==> config.mk <==
export PLATFORM = sky130hd
export DESIGN_NAME = postfix_expression_evaluator_flat
export DESIGN_NICKNAME = d
export VERILOG_FILES = /design/src/sv/pfe_pkg.sv /design/src/sv/pfe_if.sv /design/src/sv/pfe_ram.sv /design/src/sv/pfe_div.sv /design/src/sv/postfix_expression_evaluator.sv /design/src/flat_wrapper.sv
export VERILOG_INCLUDE_DIRS = /design/src /design/src/sv
export SDC_FILE = /design/constraint.sdc
export NUM_CORES = 2
export LEC_CHECK = 0
export BUFFER_PORTS_ARGS = -buffer_cell sky130_fd_sc_hd__buf_2
export CAP_MARGIN = 20
export CORE_MARGIN = 4
export CORE_UTILIZATION = 40
export DETAILED_ROUTE_END_ITERATION = 10
export GPL_TIMING_DRIVEN = 0
export PLACE_DENSITY_LB_ADDON = 0.1
export SETUP_SLACK_MARGIN = 0.2
export SLEW_MARGIN = 20
export SYNTH_ARGS = -nofsm -noshare
export SYNTH_HDL_FRONTEND = slang
export SYNTH_SLANG_ARGS = --single-unit
==> constraint.sdc <==
create_clock -name clk -period 7.1 [get_ports clk]
set_input_delay 0.71 -clock clk [delete_from_list [all_inputs] [get_ports clk]]
set_output_delay 0.71 -clock clk [all_outputs]
set_load 0.02 [all_outputs]
==> src/sv/assert_macros.svh <==
// ----------------------------------------------------------------------------
// Assertion macros
// Shared concurrent assertion forms; they use the clk and rst_n of the
// enclosing module.
// ----------------------------------------------------------------------------
`ifndef ASSERT_MACROS_SVH
`define ASSERT_MACROS_SVH

// same-cycle implication
`define ASSERT_IMP(label, ante, cons, msg) \
    label: assert property (@(posedge clk) disable iff (!rst_n) (ante) |-> (cons)) \
        else $error(msg);

// next-cycle implication
`define ASSERT_NXT(label, ante, cons, msg) \
    label: assert property (@(posedge clk) disable iff (!rst_n) (ante) |=> (cons)) \
        else $error(msg);

`endif

==> src/sv/pfe_pkg.sv <==
// ----------------------------------------------------------------------------
// pfe_pkg
// Types and constants of the postfix expression evaluator.
// ----------------------------------------------------------------------------
`default_nettype none

package pfe_pkg;

    localparam int DATA_W          = 32;
    localparam int STACK_DEPTH_DEF = 16;

    localparam logic [7:0] CHAR_ZERO  = 8'h30;
    localparam logic [7:0] CHAR_NINE  = 8'h39;
    localparam logic [7:0] CHAR_PLUS  = 8'h2B;
    localparam logic [7:0] CHAR_MINUS = 8'h2D;
    localparam logic [7:0] CHAR_STAR  = 8'h2A;
    localparam logic [7:0] CHAR_SLASH = 8'h2F;

    typedef enum logic [1:0] {
        OP_ADD = 2'd0,
        OP_SUB = 2'd1,
        OP_MUL = 2'd2,
        OP_DIV = 2'd3
    } op_t;

    typedef enum logic [0:0] {
        KIND_TRACE = 1'b0,
        KIND_FINAL = 1'b1
    } kind_t;

    typedef enum logic [2:0] {
        S_IDLE,
        S_POP_R,
        S_POP_L,
        S_EXEC,
        S_DIV,
        S_FIN,
        S_OUT
    } state_t;

endpackage

`default_nettype wire

==> src/sv/pfe_if.sv <==
// ----------------------------------------------------------------------------
// pfe channel interfaces
// Valid/ready channels for input characters and for results.
// ----------------------------------------------------------------------------
`default_nettype none

interface pfe_cmd_if;
    logic       valid;
    logic       ready;
    logic [7:0] char_code;
    logic       end_of_expr;

    modport source (output valid, output char_code, output end_of_expr, input ready);
    modport sink   (input valid, input char_code, input end_of_expr, output ready);
endinterface

interface pfe_res_if;
    logic               valid;
    logic               ready;
    logic               result_kind;
    logic signed [31:0] left_operand;
    logic [1:0]         operator_code;
    logic signed [31:0] right_operand;
    logic signed [31:0] value;
    logic               underflow;
    logic               divide_by_zero;
    logic               overflow_seen;

    modport source (output valid, output result_kind, output left_operand,
                    output operator_code, output right_operand, output value,
                    output underflow, output divide_by_zero, output overflow_seen,
                    input ready);
    modport sink   (input valid, input result_kind, input left_operand,
                    input operator_code, input right_operand, input value,
                    input underflow, input divide_by_zero, input overflow_seen,
                    output ready);
endinterface

`default_nettype wire

==> src/sv/pfe_ram.sv <==
// ----------------------------------------------------------------------------
// pfe_ram
// Generic single-write, single-read RAM with registered read data.
// ----------------------------------------------------------------------------
`default_nettype none

module pfe_ram #(
    parameter int WIDTH = 32,
    parameter int DEPTH = 16
) (
    input  wire logic                     clk,
    input  wire logic                     we,
    input  wire logic [$clog2(DEPTH)-1:0] waddr,
    input  wire logic [WIDTH-1:0]         wdata,
    input  wire logic [$clog2(DEPTH)-1:0] raddr,
    output      logic [WIDTH-1:0]         rdata
);

    logic [WIDTH-1:0] mem [DEPTH];

    always_ff @(posedge clk)
    begin
        if (we)
        begin
            mem[waddr] <= wdata;
        end
        rdata <= mem[raddr];
    end

endmodule

`default_nettype wire

==> src/sv/pfe_div.sv <==
// ----------------------------------------------------------------------------
// pfe_div
// Signed truncating divider, one quotient bit per cycle on magnitudes.
// ----------------------------------------------------------------------------
`default_nettype none

module pfe_div (
    input  wire logic                           clk,
    input  wire logic                           rst_n,
    input  wire logic                           start,
    input  wire logic signed [pfe_pkg::DATA_W-1:0] dividend,
    input  wire logic signed [pfe_pkg::DATA_W-1:0] divisor,
    output      logic                           done,
    output      logic signed [pfe_pkg::DATA_W-1:0] quotient
);
    import pfe_pkg::*;

    localparam int STEP_W = $clog2(DATA_W + 1);

    logic              busy_reg;
    logic              done_reg;
    logic              neg_reg;
    logic [STEP_W-1:0] step_reg;
    logic [DATA_W-1:0] quo_reg;
    logic [DATA_W-1:0] rem_reg;
    logic [DATA_W-1:0] divs_reg;

    logic [DATA_W:0]   shifted;
    logic [DATA_W:0]   diff;
    logic              fits;

    always_comb
    begin
        shifted = {rem_reg, quo_reg[DATA_W-1]};
        diff    = shifted - {1'b0, divs_reg};
        fits    = !diff[DATA_W];
    end

    always_ff @(posedge clk or negedge rst_n)
    begin
        if (!rst_n)
        begin
            busy_reg <= 1'b0;
            done_reg <= 1'b0;
            step_reg <= '0;
        end
        else
        begin
            done_reg <= 1'b0;
            if (start)
            begin
                busy_reg <= 1'b1;
                step_reg <= STEP_W'(DATA_W);
            end
            else if (busy_reg)
            begin
                step_reg <= step_reg - STEP_W'(1);
                if (step_reg == STEP_W'(1))
                begin
                    busy_reg <= 1'b0;
                    done_reg <= 1'b1;
                end
            end
        end
    end

    always_ff @(posedge clk)
    begin
        if (start)
        begin
            quo_reg  <= dividend[DATA_W-1] ? (-dividend) : dividend;
            divs_reg <= divisor[DATA_W-1] ? (-divisor) : divisor;
            rem_reg  <= '0;
            neg_reg  <= dividend[DATA_W-1] ^ divisor[DATA_W-1];
        end
        else if (busy_reg)
        begin
            rem_reg <= fits ? diff[DATA_W-1:0] : shifted[DATA_W-1:0];
            quo_reg <= {quo_reg[DATA_W-2:0], fits};
        end
    end

    assign done     = done_reg;
    assign quotient = neg_reg ? (-quo_reg) : quo_reg;

endmodule

`default_nettype wire

==> src/sv/postfix_expression_evaluator.sv <==
// ----------------------------------------------------------------------------
// postfix_expression_evaluator
// RPN calculator: digits push, + - * / combine the two top entries, an end
// item pops the final value and clears the stack held in a synchronous RAM.
// ----------------------------------------------------------------------------
//  channel | dir | payload
//  cmd     | in  | char_code, end_of_expr
//  res     | out | result_kind, left/right_operand, operator_code, value, flags
//
//  Digits and ignored characters are taken in S_IDLE; an end item passes through
//  S_FIN to S_OUT for the output transfer; + - * and a divide by zero pass through
//  S_POP_R, S_POP_L and S_EXEC to S_OUT. A nonzero divide also waits in S_DIV for
//  the one-bit-per-cycle divider. Each pop goes through one registered RAM read.
//  Reset clears the stack count and the sticky overflow flag; no clearing pass.
//  The block holds cmd.ready low until a waiting result has been transferred.
// ----------------------------------------------------------------------------
`default_nettype none
`include "assert_macros.svh"

module postfix_expression_evaluator #(
    parameter int STACK_DEPTH = pfe_pkg::STACK_DEPTH_DEF
) (
    input wire logic  clk,
    input wire logic  rst_n,
    pfe_cmd_if.sink   cmd,
    pfe_res_if.source res
);
    import pfe_pkg::*;

    localparam int CNT_W  = $clog2(STACK_DEPTH + 1);
    localparam int ADDR_W = $clog2(STACK_DEPTH);

    state_t            state_reg, state_next;
    logic [CNT_W-1:0]  count_reg, count_next;
    logic              sticky_reg, sticky_next;

    op_t               op_reg, op_next;
    kind_t             kind_reg, kind_next;
    logic [DATA_W-1:0] left_reg, left_next;
    logic [DATA_W-1:0] right_reg, right_next;
    logic [DATA_W-1:0] value_reg, value_next;
    logic              under_reg, under_next;
    logic              dz_reg, dz_next;
    logic              ovf_reg, ovf_next;

    logic              accept;
    logic              is_digit;
    logic              is_op;
    op_t               dec_op;
    logic [7:0]        digit;
    logic              full;
    logic              empty;
    logic              div_go;

    logic              ram_we;
    logic [ADDR_W-1:0] ram_waddr;
    logic [DATA_W-1:0] ram_wdata;
    logic [ADDR_W-1:0] ram_raddr;
    logic [DATA_W-1:0] ram_rdata;
    logic [CNT_W-1:0]  rd_ptr;

    logic              div_done;
    logic [DATA_W-1:0] div_quo;

    // ---------------- decode ----------------
    always_comb
    begin
        is_digit = cmd.char_code inside {[CHAR_ZERO:CHAR_NINE]};
        digit    = cmd.char_code - CHAR_ZERO;
        is_op    = 1'b1;
        dec_op   = OP_ADD;
        case (cmd.char_code)
            CHAR_PLUS:  dec_op = OP_ADD;
            CHAR_MINUS: dec_op = OP_SUB;
            CHAR_STAR:  dec_op = OP_MUL;
            CHAR_SLASH: dec_op = OP_DIV;
            default:    is_op  = 1'b0;
        endcase
    end

    assign full   = (count_reg == CNT_W'(STACK_DEPTH));
    assign empty  = (count_reg == '0);
    assign accept = cmd.valid && cmd.ready;
    assign div_go = (state_reg == S_EXEC) && (op_reg == OP_DIV) && (right_reg != '0);

    // ---------------- next state ----------------
    always_comb
    begin
        state_next = state_reg;
        case (state_reg)
            S_IDLE:
            begin
                if (accept)
                begin
                    if (cmd.end_of_expr)
                        state_next = S_FIN;
                    else if (is_op)
                        state_next = S_POP_R;
                end
            end
            S_POP_R: state_next = S_POP_L;
            S_POP_L: state_next = S_EXEC;
            S_EXEC:  state_next = div_go ? S_DIV : S_OUT;
            S_DIV:
            begin
                if (div_done)
                    state_next = S_OUT;
            end
            S_FIN:   state_next = S_OUT;
            S_OUT:
            begin
                if (res.ready)
                    state_next = S_IDLE;
            end
            default: state_next = S_IDLE;
        endcase
    end

    // ---------------- datapath next values ----------------
    always_comb
    begin
        count_next  = count_reg;
        sticky_next = sticky_reg;
        op_next     = op_reg;
        kind_next   = kind_reg;
        left_next   = left_reg;
        right_next  = right_reg;
        value_next  = value_reg;
        under_next  = under_reg;
        dz_next     = dz_reg;
        ovf_next    = ovf_reg;
        case (state_reg)
            S_IDLE:
            begin
                if (accept && !cmd.end_of_expr)
                begin
                    if (is_digit)
                    begin
                        if (full)
                            sticky_next = 1'b1;
                        else
                            count_next = count_reg + CNT_W'(1);
                    end
                    else if (is_op)
                    begin
                        op_next    = dec_op;
                        kind_next  = KIND_TRACE;
                        under_next = 1'b0;
                        dz_next    = 1'b0;
                        ovf_next   = 1'b0;
                    end
                end
            end
            S_POP_R:
            begin
                right_next = empty ? '0 : ram_rdata;
                under_next = under_reg | empty;
                if (!empty)
                    count_next = count_reg - CNT_W'(1);
            end
            S_POP_L:
            begin
                left_next  = empty ? '0 : ram_rdata;
                under_next = under_reg | empty;
                if (!empty)
                    count_next = count_reg - CNT_W'(1);
            end
            S_EXEC:
            begin
                case (op_reg)
                    OP_ADD:  value_next = left_reg + right_reg;
                    OP_SUB:  value_next = left_reg - right_reg;
                    OP_MUL:  value_next = left_reg * right_reg;
                    OP_DIV:
                    begin
                        value_next = '0;
                        dz_next    = (right_reg == '0);
                    end
                    default: value_next = '0;
                endcase
                // two pops always leave room for the result
                if (!div_go)
                    count_next = count_reg + CNT_W'(1);
            end
            S_DIV:
            begin
                if (div_done)
                begin
                    value_next = div_quo;
                    count_next = count_reg + CNT_W'(1);
                end
            end
            S_FIN:
            begin
                kind_next   = KIND_FINAL;
                op_next     = OP_ADD;
                left_next   = '0;
                right_next  = '0;
                dz_next     = 1'b0;
                value_next  = empty ? '0 : ram_rdata;
                under_next  = empty;
                ovf_next    = sticky_reg;
                count_next  = '0;
                sticky_next = 1'b0;
            end
            S_OUT: ;
            default: ;
        endcase
    end

    // ---------------- outputs and RAM control ----------------
    always_comb
    begin
        cmd.ready = (state_reg == S_IDLE);
        res.valid = (state_reg == S_OUT);
        ram_we    = 1'b0;
        ram_wdata = value_next;
        case (state_reg)
            S_IDLE:
            begin
                ram_we    = accept && !cmd.end_of_expr && is_digit && !full;
                ram_wdata = DATA_W'(digit[3:0]);
            end
            S_EXEC:  ram_we = !div_go;
            S_DIV:   ram_we = div_done;
            default: ram_we = 1'b0;
        endcase
    end

    // read the entry that will be on top after this cycle
    assign rd_ptr    = count_next - CNT_W'(1);
    assign ram_raddr = rd_ptr[ADDR_W-1:0];
    assign ram_waddr = count_reg[ADDR_W-1:0];

    assign res.result_kind    = kind_reg;
    assign res.left_operand   = left_reg;
    assign res.operator_code  = op_reg;
    assign res.right_operand  = right_reg;
    assign res.value          = value_reg;
    assign res.underflow      = under_reg;
    assign res.divide_by_zero = dz_reg;
    assign res.overflow_seen  = ovf_reg;

    // ---------------- registers ----------------
    always_ff @(posedge clk or negedge rst_n)
    begin
        if (!rst_n)
        begin
            state_reg  <= S_IDLE;
            count_reg  <= '0;
            sticky_reg <= 1'b0;
        end
        else
        begin
            state_reg  <= state_next;
            count_reg  <= count_next;
            sticky_reg <= sticky_next;
        end
    end

    always_ff @(posedge clk)
    begin
        op_reg    <= op_next;
        kind_reg  <= kind_next;
        left_reg  <= left_next;
        right_reg <= right_next;
        value_reg <= value_next;
        under_reg <= under_next;
        dz_reg    <= dz_next;
        ovf_reg   <= ovf_next;
    end

    // ---------------- units ----------------
    pfe_ram #(
        .WIDTH (DATA_W),
        .DEPTH (STACK_DEPTH)
    ) u_stack (
        .clk   (clk),
        .we    (ram_we),
        .waddr (ram_waddr),
        .wdata (ram_wdata),
        .raddr (ram_raddr),
        .rdata (ram_rdata)
    );

    pfe_div u_div (
        .clk      (clk),
        .rst_n    (rst_n),
        .start    (div_go),
        .dividend (left_reg),
        .divisor  (right_reg),
        .done     (div_done),
        .quotient (div_quo)
    );

    // ---------------- assertions ----------------
    `ASSERT_IMP(a_count_range, 1'b1, count_reg <= CNT_W'(STACK_DEPTH), "stack count past depth")
    `ASSERT_IMP(a_write_room, ram_we, count_reg < CNT_W'(STACK_DEPTH), "push into full stack")
    `ASSERT_NXT(a_end_clears, state_reg == S_FIN, count_reg == '0 && !sticky_reg,
                "end item did not clear stack")
    `ASSERT_IMP(a_final_fields, res.valid && res.result_kind,
                res.left_operand == '0 && res.right_operand == '0 && !res.divide_by_zero,
                "final result carries operation fields")

endmodule

`default_nettype wire
==> src/flat_wrapper.sv <==
// flat-port wrapper written by rule: the top's interface ports become plain ports
module postfix_expression_evaluator_flat import pfe_pkg::*;
#(
    parameter int STACK_DEPTH = pfe_pkg::STACK_DEPTH_DEF
)
  (clk, rst_n, cmd_valid, cmd_char_code, cmd_end_of_expr, cmd_ready, res_valid, res_result_kind, res_left_operand, res_operator_code, res_right_operand, res_value, res_underflow, res_divide_by_zero, res_overflow_seen, res_ready);
  pfe_cmd_if cmd_i ();
  pfe_res_if res_i ();
  input wire logic clk;
  input wire logic rst_n;
  input wire logic [$bits(cmd_i.valid)-1:0] cmd_valid;
  input wire logic [$bits(cmd_i.char_code)-1:0] cmd_char_code;
  input wire logic [$bits(cmd_i.end_of_expr)-1:0] cmd_end_of_expr;
  output wire logic [$bits(cmd_i.ready)-1:0] cmd_ready;
  output wire logic [$bits(res_i.valid)-1:0] res_valid;
  output wire logic [$bits(res_i.result_kind)-1:0] res_result_kind;
  output wire logic [$bits(res_i.left_operand)-1:0] res_left_operand;
  output wire logic [$bits(res_i.operator_code)-1:0] res_operator_code;
  output wire logic [$bits(res_i.right_operand)-1:0] res_right_operand;
  output wire logic [$bits(res_i.value)-1:0] res_value;
  output wire logic [$bits(res_i.underflow)-1:0] res_underflow;
  output wire logic [$bits(res_i.divide_by_zero)-1:0] res_divide_by_zero;
  output wire logic [$bits(res_i.overflow_seen)-1:0] res_overflow_seen;
  input wire logic [$bits(res_i.ready)-1:0] res_ready;
  assign cmd_i.valid = cmd_valid;
  assign cmd_i.char_code = cmd_char_code;
  assign cmd_i.end_of_expr = cmd_end_of_expr;
  assign cmd_ready = cmd_i.ready;
  assign res_valid = res_i.valid;
  assign res_result_kind = res_i.result_kind;
  assign res_left_operand = res_i.left_operand;
  assign res_operator_code = res_i.operator_code;
  assign res_right_operand = res_i.right_operand;
  assign res_value = res_i.value;
  assign res_underflow = res_i.underflow;
  assign res_divide_by_zero = res_i.divide_by_zero;
  assign res_overflow_seen = res_i.overflow_seen;
  assign res_i.ready = res_ready;
  postfix_expression_evaluator #(.STACK_DEPTH(STACK_DEPTH)) u_core (.clk(clk), .rst_n(rst_n), .cmd(cmd_i), .res(res_i));
endmodule
**Yosys cells after proc, flatten, opt, wreduce, memory -nomap -nowiden**

Memory sizes are Yosys's and may differ from the RTL's. A register that Yosys moved wholly into a read port is not among the register bits.
Index checks and enable logic that the tools add are counted.
W data, S select, Z words.

- Flip-flop bits (word level): 216
- Memory bits (writable): 512
- Input port bits: 13
- Output and inout bits: 104
- Word-level logic and storage cells: 146
- Memories kept: 1

Memories:

| name | words | bits a word | read ports | clocked after memory_dff | write ports | RTL line | source |
|---|---|---|---|---|---|---|---|
| u_core.u_stack.mem | 16 | 32 | 1 | 1 | 1 | pfe_ram.sv:19 | `logic [WIDTH-1:0] mem [DEPTH];` |

- Add/subtract/negate cells: 11
- Multipliers: 1
- Order comparisons: 2
- Equal/unequal tests: 25
- Multiplexer cells: 56
- Bitwise gates (word level): 2
- Reductions and logical operators: 29

Operators with widths:

| operator | number |
|---|---|
| $mux W32 | 8 |
| $pmux W32 S2 | 2 |
| $pmux W32 S4 | 1 |
| $neg A32 Y32 | 3 |
| $pmux W32 S3 | 1 |
| $sub A33 B32 Y33 | 1 |
| $add A32 B32 Y32 | 1 |
| $eq A8 B6 Y1 const B | 4 |
| $logic_not A32 Y1 | 1 |
| $mul A32 B32 Y32 | 1 |
| $reduce_bool A32 Y1 | 1 |
| $sub A32 B32 Y32 | 1 |
| $mux W31 | 1 |
| $mux W5 | 6 |
| $pmux W5 S5 | 1 |
| $pmux W3 S7 | 1 |
| $mux W1 | 16 |
| $ne A2 B2 Y1 const B | 8 |
| $reduce_and A4 Y1 | 4 |
| $mux W3 | 5 |
| $mux W6 | 2 |
| $eq A3 B3 Y1 const B | 3 |
| $pmux W1 S3 | 3 |
| $ge A8 B6 Y1 const B | 1 |
| other kinds (29) | 50 |

**Logic depth before layout (Yosys ltp)**

- Depth in word-level cells: 8
- Mapped depth: 29
- Gate-level depth less buffers: 26

**Hierarchy**

A second synthesis with hierarchy kept.

- Cells, all modules: 4362
- Area total of the unflattened synthesis: 51177.8 µm²

By module, submodules not included:

| module | times used | cells an instance | area an instance (µm²) | seq. area each (µm²) |
|---|---|---|---|---|
| postfix_expression_evaluator | 1 | 2574 | 23279.8 | 2967.8 |
| pfe_ram | 1 | 838 | 19835.3 | 16015.4 |
| pfe_div | 1 | 950 | 8062.7 | 2792.7 |

**Worst setup path after synthesis**

Ideal clock, no wire load.

- Kind: reg-to-reg
- From: register u_core.right_reg[7] (netlist: u_core.res.right_operand[7])
- To: memory u_core.u_stack.mem[0][29] (data pin)
- Library setup time: 0.302 ns
- Data arrival time: 7.558 ns
- Required time: 6.798 ns
- Path slack: -0.760 ns
- Stages on the path, launching flop included: 28
- Buffers on the path: 3
- Clock period less this slack: 7.860 ns
- Path through: edfxtp_1 -> clkbuf_1 -> clkbuf_1 -> and2_1 -> fa_1 -> fa_1 -> fa_1 -> inv_1 -> fa_1 -> inv_1 -> fa_1 -> inv_1 -> fa_1 -> inv_1 -> fa_1 -> fa_1 -> ha_1 -> clkbuf_1 -> nand4_1 -> a21oi_1 -> nand2_1 -> o31ai_1 -> nand2_1 -> o311ai_0 -> nand2_1 -> xnor2_1 -> nand2_1 -> a31oi_1

- Cells in the longest elaborated chain, start to end: 4
- Elaborated cells between the ends (all ways): 6
- Classes of those cells: 2 x add/sub; 1 x mul; 3 x mux

Ends and longest elaborated chain:

| what | RTL line | source |
|---|---|---|
| start, declared | postfix_expression_evaluator.sv:40 | `logic [DATA_W-1:0] right_reg, right_next;` |
| start signal, assigned | postfix_expression_evaluator.sv:266 | `right_reg <= right_next;` |
| $mul A32 B32 Y32 (tied with other cells) | postfix_expression_evaluator.sv:173 | `OP_MUL: value_next = left_reg * right_reg;` |
| $pmux W32 S4 (*) | postfix_expression_evaluator.sv:170 | `case (op_reg)` |
| $pmux W32 S3 (*) | postfix_expression_evaluator.sv:132 | `case (state_reg)` |
| $mux W32 (*) | postfix_expression_evaluator.sv:218 | `case (state_reg)` |
| via u_core.ram_wdata[29] | postfix_expression_evaluator.sv:57 | `logic [DATA_W-1:0] ram_wdata;` |
| end, declared | pfe_ram.sv:19 |  |

The timed path passes the listed nets; every way through them passes the cells marked *.

**Worst setup path after layout**

- From: register u_core.left_reg[17] (netlist: u_core.res.left_operand[17])
- To: memory u_core.u_stack.mem[11][31] (data pin)

- Cells in the longest elaborated chain, start to end: 4
- Elaborated cells between the ends (all ways): 6
- Classes of those cells: 2 x add/sub; 1 x mul; 3 x mux

Ends and longest elaborated chain:

| what | RTL line | source |
|---|---|---|
| start, declared | postfix_expression_evaluator.sv:39 | `logic [DATA_W-1:0] left_reg, left_next;` |
| start signal, assigned | postfix_expression_evaluator.sv:265 | `left_reg <= left_next;` |
| $mul A32 B32 Y32 (tied with other cells) | postfix_expression_evaluator.sv:173 |  |
| $pmux W32 S4 (*) | postfix_expression_evaluator.sv:170 |  |
| $pmux W32 S3 (*) | postfix_expression_evaluator.sv:132 |  |
| via u_core.value_next[31] | postfix_expression_evaluator.sv:41 | `logic [DATA_W-1:0] value_reg, value_next;` |
| $mux W32 (*) | postfix_expression_evaluator.sv:218 |  |
| via u_core.ram_wdata[31] | postfix_expression_evaluator.sv:57 |  |

Marked as above.

==> results.py <==
metrics = {
    "sta": {
        "fin_ws_ns": -0.874,
        "fin_skew_ns": 0.0572,
        "hold_viol": 0,
        "setup_viol": 333,
        "slew_headroom_pct": 28.2,
        "timing.fmax_mhz": 125,
        "rsz0062_at_grt": "yes",
        "slew_viol_final": 0,
        "period_needed_ns": 7.97,
        "period_share_pct": 112,
        "tightest_slew_ns": 1.08,
    },
    "die": {
        "core_area_um2": 125000,
        "dieArea_um2": 132000,
        "die_w_um": 363,
        "fp-row-count": 130,
        "io_pins": 117,
        "start_util_pct": 40.2,
        "fp.dieH_um": 363,
    },
    "global_route": {
        "grt_max_degree": 34,
        "first_global_vias": 35600,
        "grt_overflow_total": 0,
        "grt_antenna_before_repair": 13,
        "grt_pass1_wl_mm": 263,
        "grt_usage_pct": 28.0,
    },
    "synth": {
        "synth_area_um2": 50400,
        "synth-edff-count": 647,
        "avgSynthCellArea_um2": 12.1,
        "async_reset_ff_share_pct": 2.24,
        "synth-main-ff-cell": "edfxtp_1",
        "syn-num-nets": 4778,
        "synth_seq_cells": 760,
        "syn_inst": 4157,
        "yosysWarnings": 0,
        "ys_types": 86,
        "synth_seq_area_share_pct": 43.2,
    },
    "clocking": {
        "cts.sinks": 760,
        "cts_tree": "yes",
        "hold_buffers": 0,
        "clk-insertion-delay-late_ns": 0.69,
        "cts-root-buf": "clkbuf_16",
        "clockBufferDepth": 3,
        "numCtsBuffers": 82,
        "cts.clk_slew.worst_paths_ns": 0.06,
        "cts.htree.levels": 3,
    },
    "layout": {
        "final_nets": 5113,
        "layout-drive-gt1-share_pct": 18.6,
        "nFillCells": 11500,
        "areaGrowthSynthToFinish_pct": 16.6,
        "largest_reg_flops": 512,
        "top_register": "u_core.u_stack.mem",
    },
    "drt": {
        "drc": 0,
        "vias": 35200,
        "wire_per_inst_um": 29.9,
        "final_antenna_net_count": 0,
        "viasPerCell": 5.68,
        "wirelength_mm": 186,
        "first_pass_iters": 5,
        "drt_iter0_drc": 3084,
    },
    "setup_path": {
        "worstSetupEndpoint": "u_core.u_stack.mem[11][31]$_DFFE_PP_",
        "critPathKind": "flip-flop to flip-flop",
        "r2r_slack_ns": -0.87,
        "cp_slowest_stage_delay_ns": 0.70,
        "cp.required_ns": 7.48,
        "cp.depth": 25,
        "critPathCaptureType": "flip-flop",
        "path_delay_family": "adder cells",
        "r2r_cells": 25,
        "cp_common_cell": "fa_1",
        "startpoint": "u_core.res.left_operand[17]$_DFFE_PP_",
        "reg2reg_from": "u_core.res.left_operand[17]$_DFFE_PP_",
        "critPathLaunchType": "flip-flop",
        "arrival_ns": 8.36,
        "reg2reg_to": "u_core.u_stack.mem[11][31]$_DFFE_PP_",
        "crit_slowest_cell": "fa_2",
        "path_max_fanout": 8,
        "critPathBufInv": 5,
    },
    "run": {
        "max-cap-violations": 0,
    },
    "placement": {
        "dp_worst_setup_slack_ns": -2.51,
        "gp_congestion": 0.935,
        "io_buffers": 116,
        "dp.final_hpwl_mm": 133,
    },
    "status": {
        "violations": "setup timing",
        "status": "complete, but fails checks",
    },
    "min_path": {
        "hold_path.class": "input pin to asynchronous set/reset pin",
    },
}
[cell families (layout without fill, tap and decap cells)]
group | Yosys count | count (layout) | share of synthesized area (%)
xor gates and xnor gates | 253 | 253 | 4.41
DFF | 760 | 760 | 43.2
adders and majority gates | 608 | 608 | 21.2
other | 0 | 3 | 0
muxes | 186 | 186 | 7.66
and+or+nand+nor | 1111 | 1122 | 11.3
buffers and inverters | 689 | 1075 | 5.28
AOI/OAI and AO/OA | 550 | 550 | 6.99
[layout make-up]
cell class	instances	area (um^2)	area share (%)
clock buffers	110	2190	3.72
plain buffers	235	1760	2.99
well taps	1650	2060	3.51
diodes	3	7.51	0.0128
inverters	453	1700	2.89
flip-flops and latches	760	21800	37.0
clock inverters	36	450	0.766
multi-input cells	2719	27100	46.0
repair buffers	241	1830	3.11
[layer usage]
layer | track usage (%) | share of wire (%) | wire length (um) | vias up
li1 | - | - | - | 15100
met1 | 37.6 | 41 | 75600 | 18300
met2 | 45.5 | 47 | 86900 | 1500
met3 | 4.47 | 7.6 | 14200 | 315
met4 | 11.4 | 4.8 | 8840 | 6
met5 | 0 | 0.019 | 36 | -
[cells in the mapped netlist (12+ instances only)]
| library cell | n | area share, % |
|---|---|---|
| mux4_2 | 160 | 7.1 |
| ha_1 | 198 | 4.9 |
| nand2b_1 | 35 | 0.43 |
| fa_1 | 410 | 16 |
| nand3_1 | 30 | 0.30 |
| o21ai_0 | 146 | 1.4 |
| xor2_1 | 109 | 1.9 |
| edfxtp_1 | 647 | 39 |
| xnor2_1 | 143 | 2.5 |
| nand4_1 | 13 | 0.16 |
| nor3_1 | 37 | 0.37 |
| nor2b_1 | 21 | 0.26 |
| or4_1 | 12 | 0.18 |
| clkbuf_1 | 211 | 1.6 |
| o41ai_1 | 18 | 0.31 |
| mux2i_1 | 25 | 0.50 |
| a31oi_1 | 12 | 0.15 |
| nand2_1 | 380 | 2.8 |
| o211ai_1 | 13 | 0.19 |
| a21oi_1 | 129 | 1.3 |
| o21a_1 | 19 | 0.28 |
| and3_1 | 51 | 0.63 |
| a21o_1 | 29 | 0.43 |
| nor2_1 | 111 | 0.83 |
| dfrtp_1 | 17 | 0.84 |
| a211oi_1 | 17 | 0.25 |
| a22oi_1 | 19 | 0.28 |
| and2_1 | 351 | 4.4 |
| o21ai_1 | 22 | 0.22 |
| or3_1 | 33 | 0.41 |
| dfxtp_1 | 96 | 3.8 |
| inv_1 | 451 | 3.4 |
| o31ai_1 | 23 | 0.34 |
[per-stage QoR]
step                      setup TNS [ns]  instance area (um^2)  utilization (%)  std cells  hold WS [ns]
after floorplan                    -3.73                 50600                -       4157         0.414
after global placement           -767.67                 53300             42.5       5923         0.477
after detailed placement         -709.75                 53500             42.7       5931         0.484
after CTS                        -145.36                 58400             46.5       6179      0.000429
after global routing             -200.88                 58800             46.9       6204        0.0326
final                            -144.15                 58800             46.9       6207        0.0169
[placed cells by master (no fill, tap or decap), types with 125 or more instances in the layout]
cell type and instances:
buf_2 125, fa_1 387, ha_1 177, edfxtp_1 647, o21ai_0 136, and2_1 318
xnor2_1 137, nand2_1 372, mux4_2 160, inv_1 442
[worst min-delay path by stage]
stage                                              from                              end  slack [ns]  cells past startpoint
final                                             rst_n    u_core.sticky_reg$_DFFE_PN0P_        0.02                      1
after global routing                              rst_n    u_core.sticky_reg$_DFFE_PN0P_        0.03                      1
after CTS                                         rst_n  u_core.count_reg[4]$_DFFE_PN0P_      0.0004                      1
after detailed placement  u_core.sticky_reg$_DFFE_PN0P_    u_core.sticky_reg$_DFFE_PN0P_        0.48                      2
after global placement    u_core.sticky_reg$_DFFE_PN0P_    u_core.sticky_reg$_DFFE_PN0P_        0.48                      2
after floorplan                                   rst_n    u_core.count_reg[0]$_DFF_PN0_        0.41                      0
[repair_timing]
action                     in CTS  in global routing
setup endpoints to repair     457                384
cloned                          9                  5
setup buffers                  94                 20
pin swaps                      69                 75
resized for setup             355                 81
Power is left out: the tool's default activity adds up to more than one toggle a clock period on the data nets, which glitch-free logic cannot reach.
